--- src/design/assert_macros.svh ---
// Assertion macros used by the top-level design file.
`ifndef ASSERT_MACROS_SVH
`define ASSERT_MACROS_SVH

// Same-cycle implication, sampled on i_clk, off during reset.
`define ACT_ASSERT_NOW(lbl, ante, cons, msg) \
    lbl: assert property (@(posedge i_clk) disable iff (!i_rst_n) (ante) |-> (cons)) \
        else $error(msg);

// Next-cycle implication, sampled on i_clk, off during reset.
`define ACT_ASSERT_NEXT(lbl, ante, cons, msg) \
    lbl: assert property (@(posedge i_clk) disable iff (!i_rst_n) (ante) |=> (cons)) \
        else $error(msg);

`endif

--- src/design/act_pkg.sv ---
// Shared types, codes and constants of the affine transform core.
`default_nettype none

package act_pkg;

    localparam int COORD_BITS_DEF   = 48;
    localparam int COEF_BITS_DEF    = 20;
    localparam int INVERSE_BITS_DEF = 32;
    localparam int FRAC_BITS        = 16;
    localparam int MUL_DIG          = 25;   // digit width of the shared multiplier
    localparam int ADDR_W           = 6;    // eight 64-bit registers
    localparam int DATA_W           = 64;

    localparam logic CMD_FWD = 1'b0;
    localparam logic CMD_REV = 1'b1;

    localparam logic [1:0] STAT_OK      = 2'd0;
    localparam logic [1:0] STAT_NOT_INV = 2'd1;
    localparam logic [1:0] STAT_SAT     = 2'd2;

    localparam logic [2:0] REG_ROW0   = 3'd0;
    localparam logic [2:0] REG_ROW1   = 3'd1;
    localparam logic [2:0] REG_ROW2   = 3'd2;
    localparam logic [2:0] REG_XOFF   = 3'd3;
    localparam logic [2:0] REG_YOFF   = 3'd4;
    localparam logic [2:0] REG_ZOFF   = 3'd5;
    localparam logic [2:0] REG_TOFF   = 3'd6;
    localparam logic [2:0] REG_TSCALE = 3'd7;

    typedef enum logic [3:0] {
        S_IDLE,
        S_START,
        S_ADJ,
        S_ADJ_WAIT,
        S_DET,
        S_DET_WAIT,
        S_CHECK,
        S_DIV,
        S_DIV_WAIT,
        S_TERM,
        S_ROW_WAIT,
        S_PUSH
    } t_state;

    typedef struct packed {
        logic start;
        logic clr;   // clear accumulator before this product
        logic sub;   // subtract product instead of add
    } t_mac_req;

    // Coefficient index pair of one adjugate product: {a, b}, row-major indexes.
    // p = 0 is the added product, p = 1 the subtracted one.
    function automatic logic [7:0] adj_pair(input logic [3:0] k, input logic p);
        logic [15:0] q;
        unique case (k)
            4'd0:    q = {4'd4, 4'd8, 4'd5, 4'd7};
            4'd1:    q = {4'd2, 4'd7, 4'd1, 4'd8};
            4'd2:    q = {4'd1, 4'd5, 4'd2, 4'd4};
            4'd3:    q = {4'd5, 4'd6, 4'd3, 4'd8};
            4'd4:    q = {4'd0, 4'd8, 4'd2, 4'd6};
            4'd5:    q = {4'd2, 4'd3, 4'd0, 4'd5};
            4'd6:    q = {4'd3, 4'd7, 4'd4, 4'd6};
            4'd7:    q = {4'd1, 4'd6, 4'd0, 4'd7};
            4'd8:    q = {4'd0, 4'd4, 4'd1, 4'd3};
            default: q = '0;
        endcase
        return p ? q[7:0] : q[15:8];
    endfunction

endpackage

`default_nettype wire

--- src/design/act_div.sv ---
// Bit-serial restoring divider with round-half-away and clamping.
`default_nettype none

module act_div #(
    parameter int NUM_W = 2 * act_pkg::COEF_BITS_DEF + 2 * act_pkg::FRAC_BITS,
    parameter int DEN_W = 3 * act_pkg::COEF_BITS_DEF,
    parameter int OUT_W = act_pkg::INVERSE_BITS_DEF
) (
    input  logic                    i_clk,
    input  logic                    i_rst_n,
    input  logic                    i_start,
    input  logic [NUM_W-1:0]        i_num,
    input  logic [DEN_W-1:0]        i_den,
    input  logic                    i_neg,
    output logic                    o_busy,
    output logic                    o_done,
    output logic signed [OUT_W-1:0] o_quo
);
    localparam int CNT_W = $clog2(NUM_W + 1);
    localparam int LW    = (NUM_W + 1 > OUT_W) ? NUM_W + 1 : OUT_W;
    localparam logic [LW-1:0] LIM_POS = {{(LW-OUT_W+1){1'b0}}, {(OUT_W-1){1'b1}}};
    localparam logic [LW-1:0] LIM_NEG = LIM_POS + LW'(1);

    logic               r_run, r_fin, r_done, r_neg;
    logic [CNT_W-1:0]   r_cnt;
    logic [DEN_W-1:0]   r_rem, r_den;
    logic [NUM_W-1:0]   r_num;     // dividend shifts out, quotient shifts in
    logic signed [OUT_W-1:0] r_quo;

    logic [DEN_W:0]     rem2, rdiff;
    logic               ge, rnd;
    logic [LW-1:0]      q1, lim, qs;

    assign rem2  = {r_rem, r_num[NUM_W-1]};
    assign ge    = rem2 >= {1'b0, r_den};
    assign rdiff = rem2 - {1'b0, r_den};
    assign rnd   = {1'b0, r_rem, 1'b0} >= {2'b00, r_den};
    assign q1    = LW'(r_num) + LW'(rnd);
    assign lim   = r_neg ? LIM_NEG : LIM_POS;
    assign qs    = (q1 > lim) ? lim : q1;

    assign o_busy = r_run | r_fin;
    assign o_done = r_done;
    assign o_quo  = r_quo;

    always_ff @(posedge i_clk) begin
        if (!i_rst_n) begin
            r_run  <= 1'b0;
            r_fin  <= 1'b0;
            r_done <= 1'b0;
            r_cnt  <= '0;
        end else begin
            r_done <= r_fin;
            r_fin  <= 1'b0;
            if (i_start) begin
                r_run <= 1'b1;
                r_cnt <= CNT_W'(NUM_W);
            end else if (r_run) begin
                r_cnt <= r_cnt - CNT_W'(1);
                if (r_cnt == CNT_W'(1)) begin
                    r_run <= 1'b0;
                    r_fin <= 1'b1;
                end
            end
        end
    end

    always_ff @(posedge i_clk) begin
        if (i_start) begin
            r_rem <= '0;
            r_num <= i_num;
            r_den <= i_den;
            r_neg <= i_neg;
        end else if (r_run) begin
            r_rem <= ge ? rdiff[DEN_W-1:0] : rem2[DEN_W-1:0];
            r_num <= {r_num[NUM_W-2:0], ge};
        end
        if (r_fin) begin
            r_quo <= r_neg ? -$signed(qs[OUT_W-1:0]) : $signed(qs[OUT_W-1:0]);
        end
    end

endmodule

`default_nettype wire

--- config.mk ---
export PLATFORM = sky130hd
export DESIGN_NAME = act_div
export DESIGN_NICKNAME = d
export VERILOG_FILES = /design/src/design/assert_macros.svh /design/src/design/act_pkg.sv /design/src/design/act_div.sv
export SDC_FILE = /design/constraint.sdc
export NUM_CORES = 1
export LEC_CHECK = 0
export BUFFER_PORTS_ARGS = -buffer_cell sky130_fd_sc_hd__buf_2
export CORE_MARGIN = 2
export CORE_UTILIZATION = 62
export CTS_BUF_LIST = sky130_fd_sc_hd__clkbuf_8
export CTS_CLUSTER_SIZE = 40
export DETAILED_ROUTE_END_ITERATION = 10
export GPL_ROUTABILITY_DRIVEN = 0
export GPL_TIMING_DRIVEN = 0
export PLACE_DENSITY_LB_ADDON = 0.1
export SYNTH_ARGS = -nofsm -noshare
export SYNTH_HDL_FRONTEND = slang
export SYNTH_SLANG_ARGS = --single-unit
--- constraint.sdc ---
create_clock -name i_clk -period 9.85 [get_ports i_clk]
set_input_delay 1.97 -clock i_clk [delete_from_list [all_inputs] [get_ports i_clk]]
set_output_delay 1.97 -clock i_clk [all_outputs]
set_load 0.005 [all_outputs]
**After elaboration in Yosys (flattened, before gate mapping)**

Index checks and enable logic that the tools add are counted.

- Flip-flop bits (word level): 235
- Input port bits: 136
- Output and inout port bits: 34

- $add $sub $neg: 4
- Magnitude comparators: 3
- Eq/ne operators: 1
- Mux-type cells: 12
- Bitwise gates (word level): 3
- Reductions and logical operators: 3

Operator list:

| kind | count |
|---|---|
| $mux 72 | 2 |
| $ge 61x60->1 | 2 |
| $mux 32 | 3 |
| $add 72x1->73 | 1 |
| $gt 73x32->1 | 1 |
| $mux 60 | 1 |
| $sub 60x60->60 | 1 |
| $neg 32->32 | 1 |
| $mux 7 | 2 |
| $eq 7x1->1 const B | 1 |
| $sub 7x1->7 const B | 1 |
| $mux 1 | 4 |
| $reduce_or 3->1 | 1 |
| $not 1->1 | 2 |
| $reduce_bool 2->1 | 1 |
| $reduce_or 2->1 | 1 |
| $or 1x1->1 | 1 |

**Depth between registers and ports, before layout**

- Depth after elaboration: 6
- Gate-level depth with buffers: 42
- Mapped depth without buffers: 40

**Worst setup path after synthesis**

Ideal clock, no wire load.

- Path type: reg-to-reg
- From: reg r_den[42]
- To: reg r_quo[26] (netlist: o_quo[26]) (data pin)
- Arrival: 7.641 ns
- Required time: 9.589 ns
- Setup slack: 1.948 ns
- Cell stages (with the launch flop): 40
- Path buffers: 4
- Clock period less this slack: 7.902 ns
- Path through: edfxtp_1 > inv_1 > ha_1 > clkbuf_1 > a21o_1 > a21o_1 > a21oi_1 > o21ai_0 > a311oi_1 > o31ai_1 > a31oi_1 > o21ai_0 > ha_1 > ha_1 > nand4_1 > or4_1 > clkbuf_1 > nor3_1 > (+4 left out) > and2_1 > nor4_1 > o211ai_1 > a311oi_1 > o211ai_1 > nor4_4 > buf_4 > buf_4 > nor2_1 > a21oi_1 > ha_1 > inv_1 > or3_1 > or4_1 > nor2_1 > nand2_1 > a21oi_1 > a2bb2oi_1

- Word-level cells in the longest chain between the ends: 6

Ends and longest elaborated chain:

| what | RTL line | text |
|---|---|---|
| start, declared | act_div.sv:26 | `logic [DEN_W-1:0] r_rem, r_den;` |
| start signal, assigned | act_div.sv:72 | `r_den <= i_den;` |
| $ge 61x60->1 * | act_div.sv:37 | `assign rnd = {1'b0, r_rem, 1'b0} >= {2'b00, r_den};` |
| $add 72x1->73 * | act_div.sv:38 | `assign q1 = LW'(r_num) + LW'(rnd);` |
| $gt 73x32->1 | act_div.sv:40 | `assign qs = (q1 > lim) ? lim : q1;` |
| $mux 32 * | act_div.sv:40 |  |
| $neg 32->32 | act_div.sv:79 | `r_quo <= r_neg ? -$signed(qs[OUT_W-1:0]) : $signed(qs[OUT_W-1:0]);` |
| $mux 32 * | act_div.sv:79 |  |
| end signal, assigned | act_div.sv:79 |  |
| end, declared | act_div.sv:28 | `logic signed [OUT_W-1:0] r_quo;` |

Mark *: on every way between the ends. The rest lies on a longest branch, timed or not.
A chain may end at the register's enable or synchronous reset.

**Worst setup path in the final report**

- From: reg r_den[43]
- To: reg r_quo[26] (netlist: o_quo[26]) (data pin)

Same word-level chain as after synthesis.

==> qor.txt <==
FFs w/ async S/R, synth: 0%
critical path class: register to register
Worst Hold Class: register to register
hold path cells: 2
Max stage delay on crit path: 0.68 ns
vias in the first global route: 14.4k
Initial Util: 63.0%
worst r2r src: r_den[43]
Total GRT Usage: 31.9%
Final Routed Wirelength: 45,700 um
sw power: 0.962 mW
Flop pwr share: 41.4%
cts hold-fix bufs: 0
Cell Area, Synth: 16,400 um2
Setup WS post-layout: 0.476 ns
FF-to-FF End: o_quo[26]
synth warn: 0
fillers: 2,059
fmax: 0.107 GHz
largest net degree at the start of global routing: 63
Power Density: 159 nW/um2
Syn Area/Cell: 9.01 um2
most frequent cells in the layout: nand2_1 (197), buf_2 (174), edfxtp_1 (165)
Clock power frac: 33.2%
Req. time, crit path: 10.25 ns
Final Cycle Share: 95.2%
minimum clock period: 9.37 ns
worst IR drop on VDD: 0.000147 V
internal power: 2.01 mW
Post-Syn Instances: 1,816
Die Height: 166 um
status: complete, no violations
synth unique cells: 77
Critical Path Fanout Max: 10
CTS tree: built
clk sinks: 235
NumNets Final: 2,267
register area share after synthesis: 38.8%
area of all sequential standard cells: 6360 um2
final setup vio count: 0
Max Cap Viol: 0
io pins: 170
Routed Antenna Nets: 0
Die Width: 166 um
# DRC: 0
Total Power: 2.97 mW
hold_sp: r_rem[7]
post-synth net total: 2,050
first drt pass iteration count: 6
H-tree depth: 2
layout cells sized above 1: 17.0%
R2R depth: 40
CP arrival: 9.77 ns
commonest non-fill, non-tap cell in the layout: nand2_1
initial antenna violation count: 0
Post-synth top flop: edfxtp_1
max-slew violations: 0
post-DP HPWL: 34,300 um
Initial DRC Count: 1,455
measured slew at the worst slew-check pin: 1.32 ns
clock root cell: clkbuf_8
pre-CTS WS: -0.306 ns
Vias per Instance: 6.37
Crit. End Element: register
Rows: 59
Min-Delay Endpoint: r_rem[8]
Leakage: 7.69 nW
Worst-Skew Late Latency: 0.56 ns
Clock Skew: 0.0196 ns
final hold viol count: 0
clk slew on worst S/H paths: 0.06 ns
Core ar.: 26,000 um2
Slew headroom: 12.2%
Layout area overhead: 13.9%
Die ar.: 27,700 um2
setup TNS: 0 ns
Combinational Power Share: 25.3%
Max Root-Sink Buffers: 3
multi-input logic area: 9290 um2
via count: 15.3k
number of buffers created by CTS: 42
PortBufs: 169
first-pass GRT wire length: 72,300 um
antenna cells: 0
grt total ovfl: 0
EDFF count, synth: 165
Yosys reg bits: 235
Switching Fraction: 32.4%
WL/cell: 19.0 um
Worst setup SP type: register
slowest CP cell: nor4_2
register-to-register setup slack: 0.48 ns
power by group through the flow:
stage | clock [mW] | sequential, mW | combinational, mW
after floorplan | 0 | 1.22 | 0.535
after global placement | 0 | 1.24 | 0.708
after detailed placement | 0 | 1.25 | 0.729
after CTS | 1.00 | 1.23 | 0.733
after global routing | 1.04 | 1.24 | 0.831
final | 0.987 | 1.23 | 0.752
worst max path at each step:
stage / from / to / slack (ns) / cells after the start
2_1_floorplan: r_den[42] / o_quo[26] / 1.95 / 39
3_3_place_gp: r_den[1] / o_quo[30] / -0.09 / 40
3_5_place_dp: r_den[1] / o_quo[26] / -0.31 / 40
4_1_cts: r_den[42] / o_quo[26] / 0.05 / 41
5_1_grt: r_den[43] / o_quo[30] / -0.002 / 41
6_report: r_den[43] / o_quo[26] / 0.48 / 40
worst max-delay path: cells and delay by family (launching register included):
kind	cells	cell delay (ns)
AOI/OAI and AO/OA	11	1.97
xor gates and xnor gates	1	0.27
adders and majority gates	5	1.40
buffers and inverters	8	1.36
DFF	1	0.32
and+or+nand+nor	15	3.88
kinds of logic (layout without fill, tap and decap cells):
group,count (synthesis),in the layout,synth area share [%]
AOI/OAI and AO/OA,466,466,18.9
muxes,76,76,5.13
and+or+nand+nor,647,647,19.8
buffers and inverters,200,450,4.73
DFF,235,235,38.8
adders and majority gates,98,98,7.54
xor gates and xnor gates,94,94,5.03
Yosys cell counts, drive strengths merged, types with 9 or more instances:
cell,count,area [um2]
a311oi,42,368
nor3,38,195
o21a,13,97.6
ha,97,1210
or4,12,90.1
nor2,136,510
mux2i,13,130
nand3,57,285
a31oi,28,175
and3,25,156
edfxtp,165,4950
xor2,35,307
nand2b,20,125
nand4,59,388
buf,13,71.3
and2,16,100
a21oi,121,606
clkbuf,65,244
or2,9,56.3
dfxtp,70,1400
o211ai,15,113
inv,122,458
and4,9,78.8
nor4,25,201
a211oi,20,150
mux2,63,709
nor2b,16,100
o21ai,81,405
a21o,49,368
xnor2,59,517
nand2,197,739
o21bai,16,120
stage by stage:
stage               area, um2  hold WS (ns)  cells  util [%]
floorplan               16400         0.464   1816         -
global placement        17600         0.484   2320      67.8
detailed placement      17700         0.491   2321      67.9
CTS                     18600         0.501   2401      71.6
global route            18600         0.523   2401      71.7
finish                  18600         0.502   2401      71.7
flip-flops by register name (all words and copies together), names as in the netlist:
signal and cells:
o_quo 32, r_den 60, r_neg 1, r_rem 60, r_num 72, r_fin 1, r_cnt 7, r_run 1
o_done 1
metal layers:
metal  up-vias  GRT usage [%]  share of wire (%)
li1       7213              -                  -
met1      7066           40.0                 38
met2       842           54.2                 48
met3       162           4.75                8.8
met4         0           15.6                4.8
met5         -              0                  0
final cells by class:
type / count / share of cell area, %
buffer: 77 / 1.67
clock buffer: 49 / 3.62
clock inverter: 28 / 1.27
inverter: 122 / 2.46
multi-input combinational: 1381 / 49.8
sequential: 235 / 34.1
tap: 335 / 2.25
timing repair buffer: 174 / 4.82
repair_timing:
item,CTS,global route
setup endpoints to repair,7,12
gates resized for setup,3,10
pin swaps,1,2
buffers inserted,3,1
gates cloned,0,0
No activity file was read; power rests on OpenSTA's default activity.
