==> src/design/assert_macros.svh <==
// Assertion macros used by the top-level design file.
`ifndef ASSERT_MACROS_SVH
`define ASSERT_MACROS_SVH

// Same-cycle implication, sampled on i_clk, off during reset.
`define ACT_ASSERT_NOW(lbl, ante, cons, msg) \
    lbl: assert property (@(posedge i_clk) disable iff (!i_rst_n) (ante) |-> (cons)) \
        else $error(msg);

// Next-cycle implication, sampled on i_clk, off during reset.
`define ACT_ASSERT_NEXT(lbl, ante, cons, msg) \
    lbl: assert property (@(posedge i_clk) disable iff (!i_rst_n) (ante) |=> (cons)) \
        else $error(msg);

`endif

==> src/design/act_pkg.sv <==
// Shared types, codes and constants of the affine transform core.
`default_nettype none

package act_pkg;

    localparam int COORD_BITS_DEF   = 48;
    localparam int COEF_BITS_DEF    = 20;
    localparam int INVERSE_BITS_DEF = 32;
    localparam int FRAC_BITS        = 16;
    localparam int MUL_DIG          = 25;   // digit width of the shared multiplier
    localparam int ADDR_W           = 6;    // eight 64-bit registers
    localparam int DATA_W           = 64;

    localparam logic CMD_FWD = 1'b0;
    localparam logic CMD_REV = 1'b1;

    localparam logic [1:0] STAT_OK      = 2'd0;
    localparam logic [1:0] STAT_NOT_INV = 2'd1;
    localparam logic [1:0] STAT_SAT     = 2'd2;

    localparam logic [2:0] REG_ROW0   = 3'd0;
    localparam logic [2:0] REG_ROW1   = 3'd1;
    localparam logic [2:0] REG_ROW2   = 3'd2;
    localparam logic [2:0] REG_XOFF   = 3'd3;
    localparam logic [2:0] REG_YOFF   = 3'd4;
    localparam logic [2:0] REG_ZOFF   = 3'd5;
    localparam logic [2:0] REG_TOFF   = 3'd6;
    localparam logic [2:0] REG_TSCALE = 3'd7;

    typedef enum logic [3:0] {
        S_IDLE,
        S_START,
        S_ADJ,
        S_ADJ_WAIT,
        S_DET,
        S_DET_WAIT,
        S_CHECK,
        S_DIV,
        S_DIV_WAIT,
        S_TERM,
        S_ROW_WAIT,
        S_PUSH
    } t_state;

    typedef struct packed {
        logic start;
        logic clr;   // clear accumulator before this product
        logic sub;   // subtract product instead of add
    } t_mac_req;

    // Coefficient index pair of one adjugate product: {a, b}, row-major indexes.
    // p = 0 is the added product, p = 1 the subtracted one.
    function automatic logic [7:0] adj_pair(input logic [3:0] k, input logic p);
        logic [15:0] q;
        unique case (k)
            4'd0:    q = {4'd4, 4'd8, 4'd5, 4'd7};
            4'd1:    q = {4'd2, 4'd7, 4'd1, 4'd8};
            4'd2:    q = {4'd1, 4'd5, 4'd2, 4'd4};
            4'd3:    q = {4'd5, 4'd6, 4'd3, 4'd8};
            4'd4:    q = {4'd0, 4'd8, 4'd2, 4'd6};
            4'd5:    q = {4'd2, 4'd3, 4'd0, 4'd5};
            4'd6:    q = {4'd3, 4'd7, 4'd4, 4'd6};
            4'd7:    q = {4'd1, 4'd6, 4'd0, 4'd7};
            4'd8:    q = {4'd0, 4'd4, 4'd1, 4'd3};
            default: q = '0;
        endcase
        return p ? q[7:0] : q[15:8];
    endfunction

endpackage

`default_nettype wire

==> src/design/act_mac.sv <==
// Shared digit-serial multiply-accumulate unit.
`default_nettype none

module act_mac #(
    parameter int AW    = act_pkg::INVERSE_BITS_DEF,
    parameter int BW    = act_pkg::COORD_BITS_DEF + 1,
    parameter int ACC_W = act_pkg::INVERSE_BITS_DEF + act_pkg::COORD_BITS_DEF + 4
) (
    input  logic                    i_clk,
    input  logic                    i_rst_n,
    input  act_pkg::t_mac_req       i_req,
    input  logic signed [AW-1:0]    i_a,
    input  logic signed [BW-1:0]    i_b,
    output logic                    o_busy,
    output logic signed [ACC_W-1:0] o_acc
);
    localparam int DG   = act_pkg::MUL_DIG;
    localparam int NCH  = (BW + DG - 1) / DG;
    localparam int SH_W = NCH * DG + 1;
    localparam int CK_W = $clog2(NCH) + 1;
    localparam int P_W  = AW + DG + 1;

    logic                    r_run, r_pv, r_sub, r_psub;
    logic signed [AW-1:0]    r_a;
    logic signed [SH_W-1:0]  r_b;
    logic [CK_W-1:0]         r_ck, r_pk;
    logic signed [P_W-1:0]   r_prod;
    logic signed [ACC_W-1:0] r_acc;

    logic                    last;
    logic signed [DG:0]      digit;
    logic signed [P_W-1:0]   prod;
    logic signed [ACC_W-1:0] addend;

    // low digits are unsigned, the top digit carries the sign
    assign last   = (r_ck == CK_W'(NCH - 1));
    assign digit  = last ? r_b[DG:0] : {1'b0, r_b[DG-1:0]};
    assign prod   = r_a * digit;
    assign addend = ACC_W'(r_prod) <<< (r_pk * DG);
    assign o_busy = r_run | r_pv;
    assign o_acc  = r_acc;

    always_ff @(posedge i_clk) begin
        if (!i_rst_n) begin
            r_run <= 1'b0;
            r_pv  <= 1'b0;
            r_ck  <= '0;
        end else begin
            r_pv <= r_run;
            if (i_req.start) begin
                r_run <= 1'b1;
                r_ck  <= '0;
            end else if (r_run) begin
                r_ck <= r_ck + CK_W'(1);
                if (last) begin
                    r_run <= 1'b0;
                end
            end
        end
    end

    always_ff @(posedge i_clk) begin
        if (i_req.start) begin
            r_a   <= i_a;
            r_b   <= SH_W'(i_b);
            r_sub <= i_req.sub;
        end else if (r_run) begin
            r_b <= r_b >>> DG;
        end
        if (r_run) begin
            r_prod <= prod;
            r_pk   <= r_ck;
            r_psub <= r_sub;
        end
        if (i_req.start && i_req.clr) begin
            r_acc <= '0;
        end else if (r_pv) begin
            r_acc <= r_psub ? r_acc - addend : r_acc + addend;
        end
    end

endmodule

`default_nettype wire

==> config.mk <==
export PLATFORM = sky130hd
export DESIGN_NAME = act_mac
export DESIGN_NICKNAME = d
export VERILOG_FILES = /design/src/design/assert_macros.svh /design/src/design/act_pkg.sv /design/src/design/act_mac.sv
export SDC_FILE = /design/constraint.sdc
export NUM_CORES = 2
export LEC_CHECK = 0
export BUFFER_PORTS_ARGS = -buffer_cell sky130_fd_sc_hd__buf_2
export CORE_MARGIN = 4
export CORE_UTILIZATION = 65
export DETAILED_ROUTE_END_ITERATION = 12
export PLACE_DENSITY = 0.92
export SYNTH_ARGS = -nofsm -noshare
export SYNTH_HDL_FRONTEND = slang
export SYNTH_SLANG_ARGS = --single-unit
==> constraint.sdc <==
create_clock -name i_clk -period 10 [get_ports i_clk]
set_input_delay 0.5 -clock i_clk [delete_from_list [all_inputs] [get_ports i_clk]]
set_output_delay 0.5 -clock i_clk [all_outputs]
set_load 0.03 [all_outputs]
# ---- After elaboration in Yosys (flattened, before gate mapping)
# Index checks and enable logic that the tools add are counted.
dict set report totals {
  reg_bits 233
  inputBits 86
  word_cells 30
}
dict set report classes {
  add_sub_neg 3
  mul 2
  n_eq_ne 1
  shift 1
  n_mux 7
  n_bitwise 2
  reduce_logical 3
}
# operator n
set ops {}
lappend ops {{$add A84 B84 Y84} 1}
lappend ops {{$mux W84} 1}
lappend ops {{$sshl A58 B7 Y84} 1}
lappend ops {{$sub A84 B84 Y84} 1}
lappend ops {{$mul A32 B26 Y58} 1}
lappend ops {{$mux W51} 1}
lappend ops {{$mux W50} 1}
lappend ops {{$mux W26} 1}
lappend ops {{$mul A2 B5 Y7 const B} 1}
lappend ops {{$mux W1} 3}
lappend ops {{$add A2 B1 Y2 const B} 1}
lappend ops {{$eq A2 B1 Y1 const B} 1}
lappend ops {{$reduce_bool A2 Y1} 1}
lappend ops {{$reduce_or A2 Y1} 1}
lappend ops {{$logic_and A1 B1 Y1} 1}
lappend ops {{$not A1 Y1} 1}
lappend ops {{$or A1 B1 Y1} 1}

# ---- Logic depth before layout (Yosys ltp)
dict set report depth {
  word_depth 4
  depth_mapped 38
}

# ---- Least setup slack after synthesis
# No wires, ideal clock.
dict set report synth_timing {
  path_type {reg2reg}
  start {register r_pk[0]}
  end {register r_acc[78] (netlist: o_acc[78])}
  setup_time_ps 122
  t_arrival_ps 8004
  path_slack_ps 1874
  path_stages_with_launch 37
  n_path_buf 12
  period_less_slack_ps 8126
  cell_sequence {edfxtp_1 -> buf_2 -> inv_1 -> buf_2 -> buf_2 -> buf_2 -> buf_1 -> buf_1 -> ha_1 -> buf_4 -> buf_4 -> buf_4 -> nor2b_1 -> clkbuf_1 -> clkbuf_1 -> nand3_1 -> ha_1 -> inv_1 -> nor4b_2 -> nand3_1 -> nor4b_2 -> nand2_1 -> o21a_1 -> xnor2_1 -> ha_1 -> clkbuf_1 -> nand4_1 -> or3_1 -> or2_2 -> o2bb2ai_1 -> and3b_1 -> o31ai_1 -> a41oi_1 -> o21a_1 -> o21ba_2 -> o2111a_1 -> a221o_1}
}
dict set report synth_between {
  elab_chain_len 4
  elab_cells_between_ends 5
}
# element line
set synth_lines {}
lappend synth_lines {{start, declared} act_mac.sv:26} ;# logic [CK_W-1:0] r_ck, r_pk;
lappend synth_lines {{start signal, assigned} act_mac.sv:72} ;# r_pk <= r_ck;
lappend synth_lines {{$mul A2 B5 Y7 *} act_mac.sv:39} ;# assign addend = ACC_W'(r_prod) <<< (r_pk * DG);
lappend synth_lines {{$sshl A58 B7 Y84 *} act_mac.sv:39}
lappend synth_lines {{$add A84 B84 Y84 / $sub A84 B84 Y84 (equally long branches)} act_mac.sv:78} ;# r_acc <= r_psub ? r_acc - addend : r_acc + addend;
lappend synth_lines {{$mux W84 *} act_mac.sv:78}
lappend synth_lines {{end signal, assigned} act_mac.sv:78}
lappend synth_lines {{end, declared} act_mac.sv:28} ;# logic signed [ACC_W-1:0] r_acc;
# Mark *: on every way between the ends. The rest lies on a longest branch, timed or not.
# A chain may end at the register's enable or synchronous reset.

# ---- Final worst setup path
dict set report layout_timing {
  start {register r_b[9]}
  end {register r_prod[55] (data pin)}
}
dict set report layout_between {
  elab_chain_len 2
}
# element line
set layout_lines {}
lappend layout_lines {{start, declared} act_mac.sv:25} ;# logic signed [SH_W-1:0] r_b;
lappend layout_lines {{start signal, assigned} act_mac.sv:65} ;# r_b <= SH_W'(i_b);
lappend layout_lines {{start signal, assigned} act_mac.sv:68} ;# r_b <= r_b >>> DG;
lappend layout_lines {{$mux W26} act_mac.sv:37} ;# assign digit = last ? r_b[DG:0] : {1'b0, r_b[DG-1:0]};
lappend layout_lines {{$mul A32 B26 Y58} act_mac.sv:38} ;# assign prod = r_a * digit;
lappend layout_lines {{named net prod[55]} act_mac.sv:32} ;# logic signed [P_W-1:0] prod;
lappend layout_lines {{end signal, assigned} act_mac.sv:71} ;# r_prod <= prod;
lappend layout_lines {{end, declared} act_mac.sv:27} ;# logic signed [P_W-1:0] r_prod;
# The timed path passes the listed nets, and every way through them passes these cells.

==> metrics.md <==
| Metric | Value |
|---|---|
| Fin Clk Skew | `0.0493 ns` |
| Synth Area in Adders | `41.7%` |
| Gpl congestion | `1.05` |
| Layout Cells excl Fill | `6428` |
| # placed instances | `6374` |
| Clk slew on worst S/H paths | `0.07 ns` |
| First-pass GRT wire length | `237000 um` |
| Hold Vio Cnt, Final | `0` |
| Final WS setup | `1.05 ns` |
| Clock tree root buffer cell | `clkbuf_16` |
| Distinct cells, synth | `94` |
| H-tree levels | `1` |
| Crit share post-route | `89.5%` |
| Net Count, Synth | `6632` |
| Kind of end point of the critical path | `flop` |
| Residual DRC | `0` |
| Post-synthesis compound-gate area fraction | `10.6%` |
| Met2 WL | `70700 um` |
| Post_cts resized | `0` |
| Worst skew pair latency | `0.65 ns` |
| Max-cap violations | `0` |
| Hold Crit Class | `in2reg` |
| Num CTS Buffers | `29` |
| Antenna viol nets, final | `0` |
| Post-synthesis instance total | `5446` |
| Worst setup SP type | `flop` |
| Pre-CTS WS | `1.24 ns` |
| GRT Residual Overflow | `0` |
| Critical path class | `reg2reg` |
| Die height | `281 um` |
| Setup TNS | `0 ns` |
| Post-Syn Area | `48400 um2` |
| Gr usage total | `38.8%` |
| DR WL/cell | `23.5 um` |
| Die ar. | `78900 um2` |
| Fillers | `5261` |
| Crit Path Max Fanout | `22` |
| Synth warn | `0` |
| DR top layer | `met5` |
| Via density | `6.30` |
| Hold_buf cts | `0` |
| Pin count of the biggest net entering global routing | `72` |
| First-pass iteration count of the detailed router | `8` |
| Core ar. | `73300 um2` |
| Fin crit period | `8.95 ns` |
| Final setup violation count | `0` |
| Initial antenna violation count | `2` |
| Multiplexer area fraction after synthesis | `5.48%` |
| CP required | `10.39 ns` |
| Ports | `171` |
| Num rows | `99` |
| Met1 WL | `52500 um` |
| Async S/R FF share, synth | `0%` |
| Post-Synth XOR/XNOR Area | `3.58%` |
| Max Root-Sink Buffers | `3` |
| Main synth FF type | `edfxtp_1` |
| Mapped Avg Cell Area | `8.89 um2` |
| Post-CTS Setup Inserts | `0` |
| Status | `completed` |
| Max-slew violation count | `0` |
| RSZ-0062 raised after global routing | `no` |
| Vias | `40.5k` |
| Hold_ws | `0.0319 ns` |
| EDFF count, synth | `144` |
| Port buffer count | `170` |
| Fmax | `112 MHz` |
| Die X | `281 um` |
| WP data arrival | `9.34 ns` |
| Worst slew pin tran | `1.21 ns` |
| Post-synthesis simple-gate area fraction | `16.3%` |
| Share of layout cells above drive strength 1 | `8.56%` |
| FF+latch count, synth | `232` |
| Slew HR | `19.5%` |
| Wire length on met3 | `16600 um` |
| Sink Count | `232` |
| TritonCTS clock tree | `yes` |
| Vias in the first global route | `43.2k` |
| Initial Util | `66.0%` |
| Nets@finish | `6632` |
| Final WL | `151000 um` |
| Sequential area share after synthesis | `12.6%` |
| Detailed placement HPWL | `120000 um` |
| Largest family of logic cells by synthesized area | `adder cells` |
| Layout area overhead | `5.33%` |
| DR iter-0 viols | `4277` |
==> sequential cells by signal, indices dropped and copies added, names as in the netlist <==
signal	cells
r_ck	2
r_pv	1
r_psub	1
r_pk	2
r_prod	58
o_acc	84
r_run	1
r_sub	1
r_b	50
r_a	32
==> cell usage in the layout (no fill, tap or decap), types with 47 or more instances in the layout <==
cell type / n
a21o_1: 92
a211oi_1: 51
nor3_1: 76
a21oi_1: 239
inv_1: 916
fa_1: 856
ha_1: 242
mux4_2: 47
edfxtp_1: 144
o21ai_0: 134
mux2i_1: 84
buf_2: 169
nand2_1: 831
nand3_1: 62
and2_1: 259
nor2_1: 290
xor2_1: 71
buf_4: 104
mux2_2: 48
xnor2_1: 127
dfxtp_1: 86
==> kinds of logic after synthesis <==
family          after synthesis
flops                       232
fa+ha+maj                  1100
buf+inv                    1221
xor+xnor                    198
mux                         188
compound gates              788
simple gates               1719
==> final cells by class <==
| class | instances | area (um2) | area share [%] |
|---|---|---|---|
| repair buffers | 273 | 1630 | 3.19 |
| multi-input cells | 3993 | 37600 | 73.8 |
| well taps | 959 | 1200 | 2.35 |
| diodes | 1 | 2.50 | 0.00491 |
| clock buffers | 39 | 816 | 1.60 |
| clock inverters | 14 | 184 | 0.361 |
| flip-flops and latches | 232 | 6090 | 11.9 |
| inverters | 917 | 3440 | 6.75 |
==> cell usage after synthesis (all sizes together), types with 9 or more instances <==
master / n / area share [%]
a211o: 10 / 0.18
a211oi: 51 / 0.79
a21boi: 9 / 0.14
a21o: 93 / 1.4
a21oi: 239 / 2.5
a221oi: 12 / 0.22
a31oi: 45 / 0.58
a41oi: 11 / 0.20
and2: 260 / 3.4
and3: 26 / 0.34
buf: 52 / 0.67
clkbuf: 252 / 2.0
dfxtp: 88 / 3.6
edfxtp: 144 / 8.9
fa: 856 / 35
ha: 244 / 6.3
inv: 916 / 7.1
mux2: 50 / 1.2
mux2i: 84 / 1.7
mux4: 54 / 2.6
nand2: 831 / 6.4
nand2b: 33 / 0.43
nand3: 62 / 0.64
nand4: 38 / 0.49
nor2: 291 / 2.3
nor2b: 23 / 0.30
nor3: 76 / 0.79
nor4: 11 / 0.20
o211ai: 23 / 0.36
o21a: 19 / 0.29
o21ai: 135 / 1.4
o21bai: 30 / 0.47
o22ai: 10 / 0.13
o31ai: 14 / 0.23
or2: 17 / 0.22
or3: 15 / 0.20
xnor2: 127 / 2.3
xor2: 71 / 1.3
==> stage by stage <==
stage                     util, %  cell area [um2]
after floorplan                 -            48400
after global placement       68.1            50000
after detailed placement     68.1            50000
after CTS                    69.5            51000
after global routing         69.5            51000
final                        69.5            51000
==> layer usage <==
layer | up-vias | global-route usage [%]
li1 | 17400 | -
met1 | 19600 | 46.6
met2 | 2711 | 64.3
met3 | 792 | 9.36
met4 | 6 | 22.1
met5 | - | 0.672
==> critical path, cell delays in order (launching register included) <==
cell and delay (ns):
edfxtp_1 1.09, buf_4 0.34, nand2_1 0.09, fa_1 0.55, inv_1 0.05, fa_1 0.49, fa_1 0.51, inv_1 0.06
fa_1 0.50, inv_1 0.06, fa_1 0.51, fa_1 0.50, inv_1 0.05, fa_1 0.49, inv_1 0.05, ha_1 0.39
a21o_1 0.23, a211oi_1 0.31, nand3_1 0.17, a311oi_1 0.67, nand2_1 0.19, a21oi_1 0.26, a211oi_1 0.19, a2111oi_0 0.56
o31ai_1 0.13, a21oi_1 0.19, xnor2_1 0.09
==> path summary, 6_finish.rpt <==
path,start,to,slack (ns),depth (start not counted)
max,r_b[9],r_prod[55],1.05,26
min,i_a[1],r_a[1],0.03,1
max reg2reg,r_b[9],r_prod[55],1.05,26
min reg2reg,r_sub,r_psub,0.47,0
Power is not shown: default switching activity piles up to over one toggle a cycle in this logic, so the estimate is an artifact.
